## config.mk

```make
export PLATFORM = sky130hd
export DESIGN_NAME = tick_delay_queue
export DESIGN_NICKNAME = d
export VERILOG_FILES = /design/src/tdq_pkg.sv /design/src/tdq_list.sv /design/src/tick_delay_queue.sv
export SDC_FILE = /design/constraint.sdc
export NUM_CORES = 2
export LEC_CHECK = 0
export CORE_MARGIN = 1
export CORE_UTILIZATION = 28
export CTS_CLUSTER_DIAMETER = 120
export DETAILED_ROUTE_END_ITERATION = 8
export DONT_BUFFER_PORTS = 1
export GPL_ROUTABILITY_DRIVEN = 0
export MAX_ROUTING_LAYER = met4
export PLACE_DENSITY = 0.41
export SLEW_MARGIN = 20
export SYNTH_ARGS = -nofsm -noshare
export SYNTH_HDL_FRONTEND = slang
export SYNTH_SLANG_ARGS = --single-unit
```

## constraint.sdc

```tcl
create_clock -name clk -period 20.6 [get_ports clk]
set_clock_uncertainty 0.2 [all_clocks]
set_input_delay 4.12 -clock clk [delete_from_list [all_inputs] [get_ports clk]]
set_output_delay 4.12 -clock clk [all_outputs]
set_load 0.05 [all_outputs]
```

## src/tdq_pkg.sv

```systemverilog
// Shared types and constants of the tick delay queue.
// No dependencies; imported by tdq_list, tick_delay_queue and the testbench.
package tdq_pkg;

  // Input word kinds
  localparam logic KIND_TICK  = 1'b0;
  localparam logic KIND_DELAY = 1'b1;

  // next_wake value when nothing waits
  localparam logic [31:0] NO_WAKE = 32'hFFFF_FFFF;

  // Sequencer states
  typedef enum logic [3:0] {
    ST_IDLE,
    ST_DROP,
    ST_INS_RD,
    ST_INS_CMP,
    ST_TICK,
    ST_RELOAD,
    ST_CHECK,
    ST_POP_RD,
    ST_POP_CMP,
    ST_FINISH
  } state_t;

  // Commands to one ordered task list
  typedef enum logic [1:0] {
    LIST_NOP,
    LIST_DROP,
    LIST_INS
  } list_op_t;

endpackage

```

## src/tdq_list.sv

```systemverilog
// One ordered task list: entries shift left on a drop, right on an insert.
// Depends on tdq_pkg for the list command type.
module tdq_list #(
  parameter int MAX_TASKS = 16
) (
  input  logic                             clk,
  input  logic                             rst,
  input  tdq_pkg::list_op_t                op,
  input  logic [$clog2(MAX_TASKS)-1:0]     pos,
  input  logic [$clog2(MAX_TASKS)-1:0]     id,
  input  logic [$clog2(MAX_TASKS)-1:0]     rd_idx,
  output logic [$clog2(MAX_TASKS)-1:0]     rd_id,
  output logic [$clog2(MAX_TASKS)-1:0]     head,
  output logic [$clog2(MAX_TASKS+1)-1:0]   count
);
  import tdq_pkg::*;

  localparam int IDX_W = $clog2(MAX_TASKS);
  localparam int CNT_W = $clog2(MAX_TASKS + 1);

  logic [IDX_W-1:0] entries [MAX_TASKS];

  assign rd_id = entries[rd_idx];
  assign head  = entries[0];

  // Track fill level
  always_ff @(posedge clk) begin
    if (rst) begin
      count <= '0;
    end else if (op == LIST_DROP) begin
      count <= count - CNT_W'(1);
    end else if (op == LIST_INS) begin
      count <= count + CNT_W'(1);
    end
  end

  // Shift entries around the command position
  always_ff @(posedge clk) begin
    for (int j = 0; j < MAX_TASKS; j++) begin
      if (op == LIST_DROP) begin
        if (j < MAX_TASKS - 1 && IDX_W'(j) >= pos) begin
          entries[j] <= entries[(j < MAX_TASKS - 1) ? j + 1 : j];
        end
      end else if (op == LIST_INS) begin
        if (IDX_W'(j) == pos) begin
          entries[j] <= id;
        end else if (j > 0 && IDX_W'(j) > pos) begin
          entries[j] <= entries[(j > 0) ? j - 1 : j];
        end
      end
    end
  end

endmodule

```

## src/tick_delay_queue.sv

```systemverilog
// Tick delay queue: a delay word keeps in_stall high after it is taken while the block
// searches both lists for the task, one list entry a cycle, then walks the target list in a
// sorted insert that reads and then compares one wake time per step over at most
// MAX_TASKS-1 queued tasks. A tick word passes through ST_TICK, ST_RELOAD on a counter
// wrap that brings in a non-empty list, ST_CHECK, a read and a compare state per popped
// task and ST_FINISH, and waits in ST_POP_CMP or ST_FINISH while out_stall holds a result.
// in_stall is high while a word is in work; one result word per woken task (or one empty
// result) leaves through a registered output, the final one marked by last.
module tick_delay_queue #(
  parameter int MAX_TASKS       = 16,
  parameter int PRIORITY_LEVELS = 32
) (
  input  logic        clk,
  input  logic        rst,
  input  logic        cfg_we,
  input  logic        cfg_wdata,
  input  logic        in_valid,
  output logic        in_stall,
  input  logic        kind,
  input  logic [3:0]  task_id,
  input  logic [4:0]  task_prio,
  input  logic [31:0] delay_ticks,
  input  logic [4:0]  running_prio,
  output logic        out_valid,
  input  logic        out_stall,
  output logic        woken_valid,
  output logic [3:0]  woken_task,
  output logic        switch_request,
  output logic        last
);
  import tdq_pkg::*;

  localparam int IDX_W = $clog2(MAX_TASKS);
  localparam int CNT_W = $clog2(MAX_TASKS + 1);

  // Control registers
  state_t           state, state_next;
  logic [CNT_W-1:0] idx, idx_next;
  logic [31:0]      tick_count, tick_count_next;
  logic [31:0]      next_wake, next_wake_next;
  logic             act_sel, act_sel_next;
  logic             time_slicing;
  logic             found0, found0_next, found1, found1_next;
  logic             sw, sw_next;
  logic             pend_v, pend_v_next;
  logic [IDX_W-1:0] pend_id, pend_id_next;

  // Payload registers
  logic [IDX_W-1:0] cur_id, cur_id_next;
  logic [31:0]      wake, wake_next;
  logic             ovf, ovf_next;
  logic [4:0]       run_prio, run_prio_next;

  // Wake time and priority memories
  logic [31:0]      wake_time   [MAX_TASKS];
  logic [4:0]       stored_prio [MAX_TASKS];
  logic [IDX_W-1:0] rd_addr;
  logic [31:0]      wt_q;
  logic [4:0]       pr_q;
  logic             mem_we;

  // Lists
  list_op_t         op0, op1;
  logic [IDX_W-1:0] l_pos, l_id;
  logic [IDX_W-1:0] rd0, rd1, head0, head1;
  logic [CNT_W-1:0] cnt0, cnt1;

  // Output stage
  logic             out_load;
  logic             o_valid_n, o_sw_n, o_last_n;
  logic [IDX_W-1:0] o_task_n;
  logic             out_free;

  // Accept-side helpers
  logic [32:0]      sum;
  logic             id_ok;
  logic [4:0]       prio_sat;

  // Active / overflow views
  logic [CNT_W-1:0] cnt_a, cnt_t;
  logic [IDX_W-1:0] head_a, rd_a, rd_o, rd_t;

  assign sum      = 33'(tick_count) + 33'(delay_ticks);
  assign id_ok    = 32'(task_id) < MAX_TASKS;
  assign prio_sat = (32'(task_prio) >= PRIORITY_LEVELS) ? 5'(PRIORITY_LEVELS - 1) : task_prio;

  assign cnt_a  = act_sel ? cnt1 : cnt0;
  assign head_a = act_sel ? head1 : head0;
  assign rd_a   = act_sel ? rd1 : rd0;
  assign rd_o   = act_sel ? rd0 : rd1;
  assign cnt_t  = ovf ? (act_sel ? cnt0 : cnt1) : cnt_a;
  assign rd_t   = ovf ? rd_o : rd_a;

  assign in_stall = (state != ST_IDLE);
  assign out_free = !out_valid || !out_stall;

  tdq_list #(.MAX_TASKS(MAX_TASKS)) u_list0 (
    .clk(clk), .rst(rst), .op(op0), .pos(l_pos), .id(l_id),
    .rd_idx(idx[IDX_W-1:0]), .rd_id(rd0), .head(head0), .count(cnt0)
  );

  tdq_list #(.MAX_TASKS(MAX_TASKS)) u_list1 (
    .clk(clk), .rst(rst), .op(op1), .pos(l_pos), .id(l_id),
    .rd_idx(idx[IDX_W-1:0]), .rd_id(rd1), .head(head1), .count(cnt1)
  );

  // Write on accepted delay, read one entry a cycle
  always_ff @(posedge clk) begin
    if (mem_we) begin
      wake_time[IDX_W'(task_id)]   <= sum[31:0];
      stored_prio[IDX_W'(task_id)] <= prio_sat;
    end
    wt_q <= wake_time[rd_addr];
    pr_q <= stored_prio[rd_addr];
  end

  // Sequencer registers
  always_ff @(posedge clk) begin
    if (rst) begin
      state        <= ST_IDLE;
      tick_count   <= '0;
      next_wake    <= NO_WAKE;
      act_sel      <= 1'b0;
      time_slicing <= 1'b0;
    end else begin
      state      <= state_next;
      tick_count <= tick_count_next;
      next_wake  <= next_wake_next;
      act_sel    <= act_sel_next;
      if (cfg_we) begin
        time_slicing <= cfg_wdata;
      end
    end
    idx      <= idx_next;
    found0   <= found0_next;
    found1   <= found1_next;
    sw       <= sw_next;
    pend_v   <= pend_v_next;
    pend_id  <= pend_id_next;
    cur_id   <= cur_id_next;
    wake     <= wake_next;
    ovf      <= ovf_next;
    run_prio <= run_prio_next;
  end

  // Output register
  always_ff @(posedge clk) begin
    if (rst) begin
      out_valid <= 1'b0;
    end else if (out_load) begin
      out_valid <= 1'b1;
    end else if (!out_stall) begin
      out_valid <= 1'b0;
    end
    if (out_load) begin
      woken_valid    <= o_valid_n;
      woken_task     <= 4'(o_task_n);
      switch_request <= o_sw_n;
      last           <= o_last_n;
    end
  end

  // Next state and list commands
  always_comb begin
    list_op_t act_op, ovf_op;
    state_next      = state;
    idx_next        = idx;
    tick_count_next = tick_count;
    next_wake_next  = next_wake;
    act_sel_next    = act_sel;
    found0_next     = found0;
    found1_next     = found1;
    sw_next         = sw;
    pend_v_next     = pend_v;
    pend_id_next    = pend_id;
    cur_id_next     = cur_id;
    wake_next       = wake;
    ovf_next        = ovf;
    run_prio_next   = run_prio;
    mem_we          = 1'b0;
    rd_addr         = head_a;
    op0             = LIST_NOP;
    op1             = LIST_NOP;
    act_op          = LIST_NOP;
    ovf_op          = LIST_NOP;
    l_pos           = idx[IDX_W-1:0];
    l_id            = cur_id;
    out_load        = 1'b0;
    o_valid_n       = 1'b0;
    o_task_n        = '0;
    o_sw_n          = 1'b0;
    o_last_n        = 1'b0;

    case (state)
      ST_IDLE: begin
        if (in_valid) begin
          if (kind == KIND_DELAY) begin
            if (id_ok) begin
              mem_we      = 1'b1;
              cur_id_next = IDX_W'(task_id);
              wake_next   = sum[31:0];
              ovf_next    = sum[32];
              idx_next    = '0;
              found0_next = 1'b0;
              found1_next = 1'b0;
              state_next  = ST_DROP;
            end
          end else begin
            run_prio_next   = running_prio;
            sw_next         = 1'b0;
            pend_v_next     = 1'b0;
            tick_count_next = tick_count + 32'd1;
            state_next      = ST_TICK;
          end
        end
      end

      // Remove the task from whichever list holds it
      ST_DROP: begin
        if (!found0 && idx < cnt0 && rd0 == cur_id) begin
          op0         = LIST_DROP;
          found0_next = 1'b1;
        end
        if (!found1 && idx < cnt1 && rd1 == cur_id) begin
          op1         = LIST_DROP;
          found1_next = 1'b1;
        end
        if (idx == CNT_W'(MAX_TASKS - 1)) begin
          idx_next   = '0;
          state_next = ST_INS_RD;
        end else begin
          idx_next = idx + CNT_W'(1);
        end
      end

      // Walk the target list for the first later wake time
      ST_INS_RD: begin
        rd_addr = rd_t;
        if (idx >= cnt_t) begin
          if (cnt_t < CNT_W'(MAX_TASKS)) begin
            if (ovf) begin
              ovf_op = LIST_INS;
            end else begin
              act_op = LIST_INS;
            end
          end
          if (!ovf && wake < next_wake) begin
            next_wake_next = wake;
          end
          state_next = ST_IDLE;
        end else begin
          state_next = ST_INS_CMP;
        end
      end

      ST_INS_CMP: begin
        if (wt_q > wake) begin
          if (ovf) begin
            ovf_op = LIST_INS;
          end else begin
            act_op = LIST_INS;
          end
          if (!ovf && wake < next_wake) begin
            next_wake_next = wake;
          end
          state_next = ST_IDLE;
        end else begin
          idx_next   = idx + CNT_W'(1);
          state_next = ST_INS_RD;
        end
      end

      // Swap lists on counter wrap
      ST_TICK: begin
        if (tick_count == '0) begin
          act_sel_next = !act_sel;
          rd_addr      = act_sel ? head0 : head1;
          if ((act_sel ? cnt0 : cnt1) == '0) begin
            next_wake_next = NO_WAKE;
            state_next     = ST_CHECK;
          end else begin
            state_next = ST_RELOAD;
          end
        end else begin
          state_next = ST_CHECK;
        end
      end

      ST_RELOAD: begin
        next_wake_next = wt_q;
        state_next     = ST_CHECK;
      end

      ST_CHECK: begin
        state_next = (tick_count >= next_wake) ? ST_POP_RD : ST_FINISH;
      end

      // Pop expired heads, one per pass
      ST_POP_RD: begin
        if (cnt_a == '0) begin
          next_wake_next = NO_WAKE;
          state_next     = ST_FINISH;
        end else begin
          state_next = ST_POP_CMP;
        end
      end

      ST_POP_CMP: begin
        if (tick_count < wt_q) begin
          next_wake_next = wt_q;
          state_next     = ST_FINISH;
        end else if (!pend_v || out_free) begin
          if (pend_v) begin
            out_load  = 1'b1;
            o_valid_n = 1'b1;
            o_task_n  = pend_id;
          end
          act_op       = LIST_DROP;
          l_pos        = '0;
          pend_v_next  = 1'b1;
          pend_id_next = head_a;
          if (run_prio > pr_q) begin
            sw_next = 1'b1;
          end
          state_next = ST_POP_RD;
        end
      end

      // Send the closing word of the tick
      ST_FINISH: begin
        if (out_free) begin
          out_load   = 1'b1;
          o_valid_n  = pend_v;
          o_task_n   = pend_v ? pend_id : '0;
          o_sw_n     = sw || time_slicing;
          o_last_n   = 1'b1;
          state_next = ST_IDLE;
        end
      end

      default: begin
        state_next = ST_IDLE;
      end
    endcase

    // Map active/overflow commands onto the physical lists
    if (state != ST_DROP) begin
      op0 = act_sel ? ovf_op : act_op;
      op1 = act_sel ? act_op : ovf_op;
    end
  end

endmodule

```

==> results_dict.tcl <==
set metrics [dict create \
    status "completed" \
    power_leakage_uw 0.0184 \
    synth_area_per_cell_um2 12.1 \
    fin_crit_sh_pct 37.8 \
    r2r_start "tick_count[1]$_SDFFE_PP0P_" \
    synth_fp_nets 3889 \
    final_cells 5800 \
    hp-class "flop to flop" \
    synth_edf_count 782 \
    nFillCells 15700 \
    relSlewSlack_pct 22.9 \
    whs_endpoint "next_wake[10]$_SDFFE_PP1P_" \
    yosysSeqAreaShare_pct 59.0 \
    tightest_slew_ns 1.15 \
    grt_pass1_wl_mm 205 \
    whs_ns 0.312 \
    path_cells "and3_1 > a211oi_1 > or2_1 > buf_4 > nand2_1 > inv_1 > a22oi_1 > inv_1 > ha_1 > nand2b_1 > buf_4 > nor2_1 > a21oi_1 > a22oi_1 > o21ai_0" \
    r2r_cells 14 \
    final_common_cell "edfxtp_1" \
    critPathBufInv 4 \
    cts_tree "built" \
    critical-path-top-delay-family "compound AO/OA/AOI/OAI gates" \
    track_usage_pct 18.0 \
    cts_setup_buffers 0 \
    holdPathStages 2 \
    dp_cells 5600 \
    antenna_found_initial 16 \
    path_depth 15 \
    initial_utilization_pct 28.2 \
    fin_ws_ns 12.80 \
    synthCells 3640 \
    crit_type "primary input to flop" \
    ant_nets 0 \
    layout_common_cells "edfxtp_1 (782), nand2_1 (480), nor2_1 (229), mux2i_1 (207), a21oi_1 (196)" \
    critPathMaxStageDelay_ns 0.74 \
    yosys.cell_types.count 78 \
    ff2ff_setup_slack_ns 14.31 \
    clk_pin_slew_ns 0.06 \
    ctsResizeCount 0 \
    coreArea_mm2 0.156 \
    wl_per_cell_um 24.0 \
    clock_latency_ns 0.74 \
    finalWirelength_mm 139 \
    reg2reg_to "wt_q[0]$_DFF_P_" \
    rsz0062_at_grt "false" \
    power.density_mw_per_mm2 124 \
    clk_path_buf_depth 3 \
    cp_max_fo 36 \
    critPathCaptureType "flop" \
    cts_root_buf "clkbuf_16" \
    grt_start_max_net_pins 82 \
    ir_drop_uv 69.4 \
    critPathSlowestCell "a21oi_1" \
    finalMaxSlewViolations 0 \
    drc 0 \
    vias 29100 \
    numCtsBuffers 106 \
    num_rows 145 \
    fmax_mhz 128 \
    worstSetupStartpointType "primary input" \
    pre_cts_slack_ns 12.12 \
    cts.sinks 904 \
    ys_dominant_reg_cell "edfxtp_1" \
    drt_pass1_iterations 5 \
    drive_above_1_share_pct 10.5 \
    viasPerCell 5.02 \
    floorplan.die.height_um 398 \
    hold_viol 0 \
    required_ns 20.91 \
    min_period_ns 7.80 \
    async_flop_share_pct 0 \
    ys_seq_elements 904 \
    postCtsHoldBufs 0 \
    setup_violations 0 \
    final_core_util_pct 32.1 \
    maxCapViolCount 0 \
    die_w_um 398 \
    critPathArrivalTime_ns 8.10 \
    die_area_mm2 0.159 \
    io_buffers 0 \
    detail_route.iter0.violations 2304 \
    setup_tns_ns 0 \
    worstHoldStart "next_wake[10]$_SDFFE_PP1P_" \
    fin_nets 3899 \
    grt_pass1_vias 29000 \
    area_growth_pct 13.9 \
    ios 62 \
    synth_area_mm2 0.0440 \
    yosysWarnings 0 \
    htreeDepth 3 \
    post-dp-hpwl_mm 87.2 \
    grt_overflow_total 0 \
]
==> through the flow <==
| step | area [um2] | power (uW) |
|---|---|---|
| final | 50100 | 6200 |
| after global routing | 50100 | 6540 |
| after detailed placement | 46600 | 4380 |
| after floorplan | 44000 | 3650 |
| after CTS | 50100 | 6280 |
| after global placement | 46600 | 4390 |
==> registers in the layout (all words and copies together) (netlist names), 4 cells and up, named ones only <==
register / flops
cur_id: 4
idx: 5
next_wake: 32
pend_id: 4
pr_q: 5
run_prio: 5
state: 4
stored_prio: 80
tick_count: 32
u_list0.count: 5
u_list0.entries: 64
u_list1.count: 5
u_list1.entries: 64
wake: 32
wake_time: 512
woken_task: 4
wt_q: 32
==> logic make-up (layout without fill, tap and decap cells) <==
group,after synthesis,after routing,synth area share (%)
AO/OA/AOI/OAI,776,776,12.5
XOR/XNOR,72,72,1.45
adder cells (fa/ha/maj),196,196,5.63
buffers and inverters,345,443,3.37
flip-flops,904,904,59.0
multiplexers,266,266,7.12
other,0,4,0
AND/OR/NAND/NOR,1081,1081,11.0
==> how the worst max path moves through the flow <==
stage	from	end	slack (ns)
after floorplan	in_valid	stored_prio[2][0]$_DFFE_PP_	11.08
after global placement	out_stall	u_list0.entries[0][3]$_DFFE_PP_	12.07
after detailed placement	out_stall	u_list0.entries[9][1]$_DFFE_PP_	12.12
after CTS	out_stall	u_list0.entries[13][1]$_DFFE_PP_	12.88
after global routing	out_stall	u_list0.entries[13][2]$_DFFE_PP_	12.37
final	out_stall	u_list0.entries[13][1]$_DFFE_PP_	12.80
==> power by group <==
| group | internal [uW] | total, uW | switching [uW] |
|---|---|---|---|
| sequential | 2130 | 2260 | 124 |
| clock | 1090 | 1870 | 784 |
| combinational | 680 | 2070 | 1390 |
| total | 3900 | 6200 | 2300 |
==> layer usage <==
layer,track usage [%],vias up,routed length [um]
li1,-,13700,-
met1,25.6,14600,68300
met2,27.0,619,62000
met3,2.30,163,6240
met4,4.36,0,2730
met5,-,-,0
==> worst reg2reg max path, cell delays in order (launching register included) <==
cell	delay, ns
dfxtp_1	0.43
inv_1	0.18
ha_1	0.24
nor4b_1	0.26
nand4_1	0.38
nor3_1	0.30
buf_4	0.22
a21boi_0	0.69
a211o_4	0.63
buf_4	0.81
buf_4	0.83
mux2i_1	0.22
a32oi_1	0.19
a31oi_1	0.10
a21oi_1	0.42
==> Yosys cell counts (24+ instances only) <==
| cell type | count | area, um2 |
|---|---|---|
| a311oi_2 | 30 | 450 |
| clkbuf_1 | 117 | 439 |
| o21ai_0 | 104 | 521 |
| a211oi_1 | 93 | 698 |
| and2_1 | 47 | 294 |
| dfxtp_1 | 122 | 2440 |
| mux2i_1 | 207 | 2070 |
| xnor2_1 | 34 | 298 |
| mux2_2 | 24 | 270 |
| a21o_1 | 70 | 526 |
| nand2_1 | 480 | 1800 |
| nor3_1 | 35 | 175 |
| ha_1 | 193 | 2410 |
| a21oi_1 | 197 | 986 |
| edfxtp_1 | 782 | 23500 |
| mux4_2 | 35 | 788 |
| a32oi_1 | 53 | 464 |
| inv_1 | 150 | 563 |
| nand4_1 | 37 | 231 |
| nand3_1 | 102 | 510 |
| xor2_1 | 37 | 324 |
| nor2_1 | 245 | 920 |
| nor2b_1 | 26 | 163 |
| buf_2 | 44 | 220 |
| a31oi_1 | 83 | 519 |
==> layout make-up <==
cell class	count	area, um2	area share (%)
timing repair buffer	97	728	1.45
multi-input combinational	2391	16800	33.6
tap	2058	2570	5.14
antenna	4	10.0	0.0200
clock inverter	46	552	1.10
inverter	150	563	1.12
clock buffer	150	2880	5.75
sequential	904	25900	51.8
No activity file was read; power rests on OpenSTA's default activity.
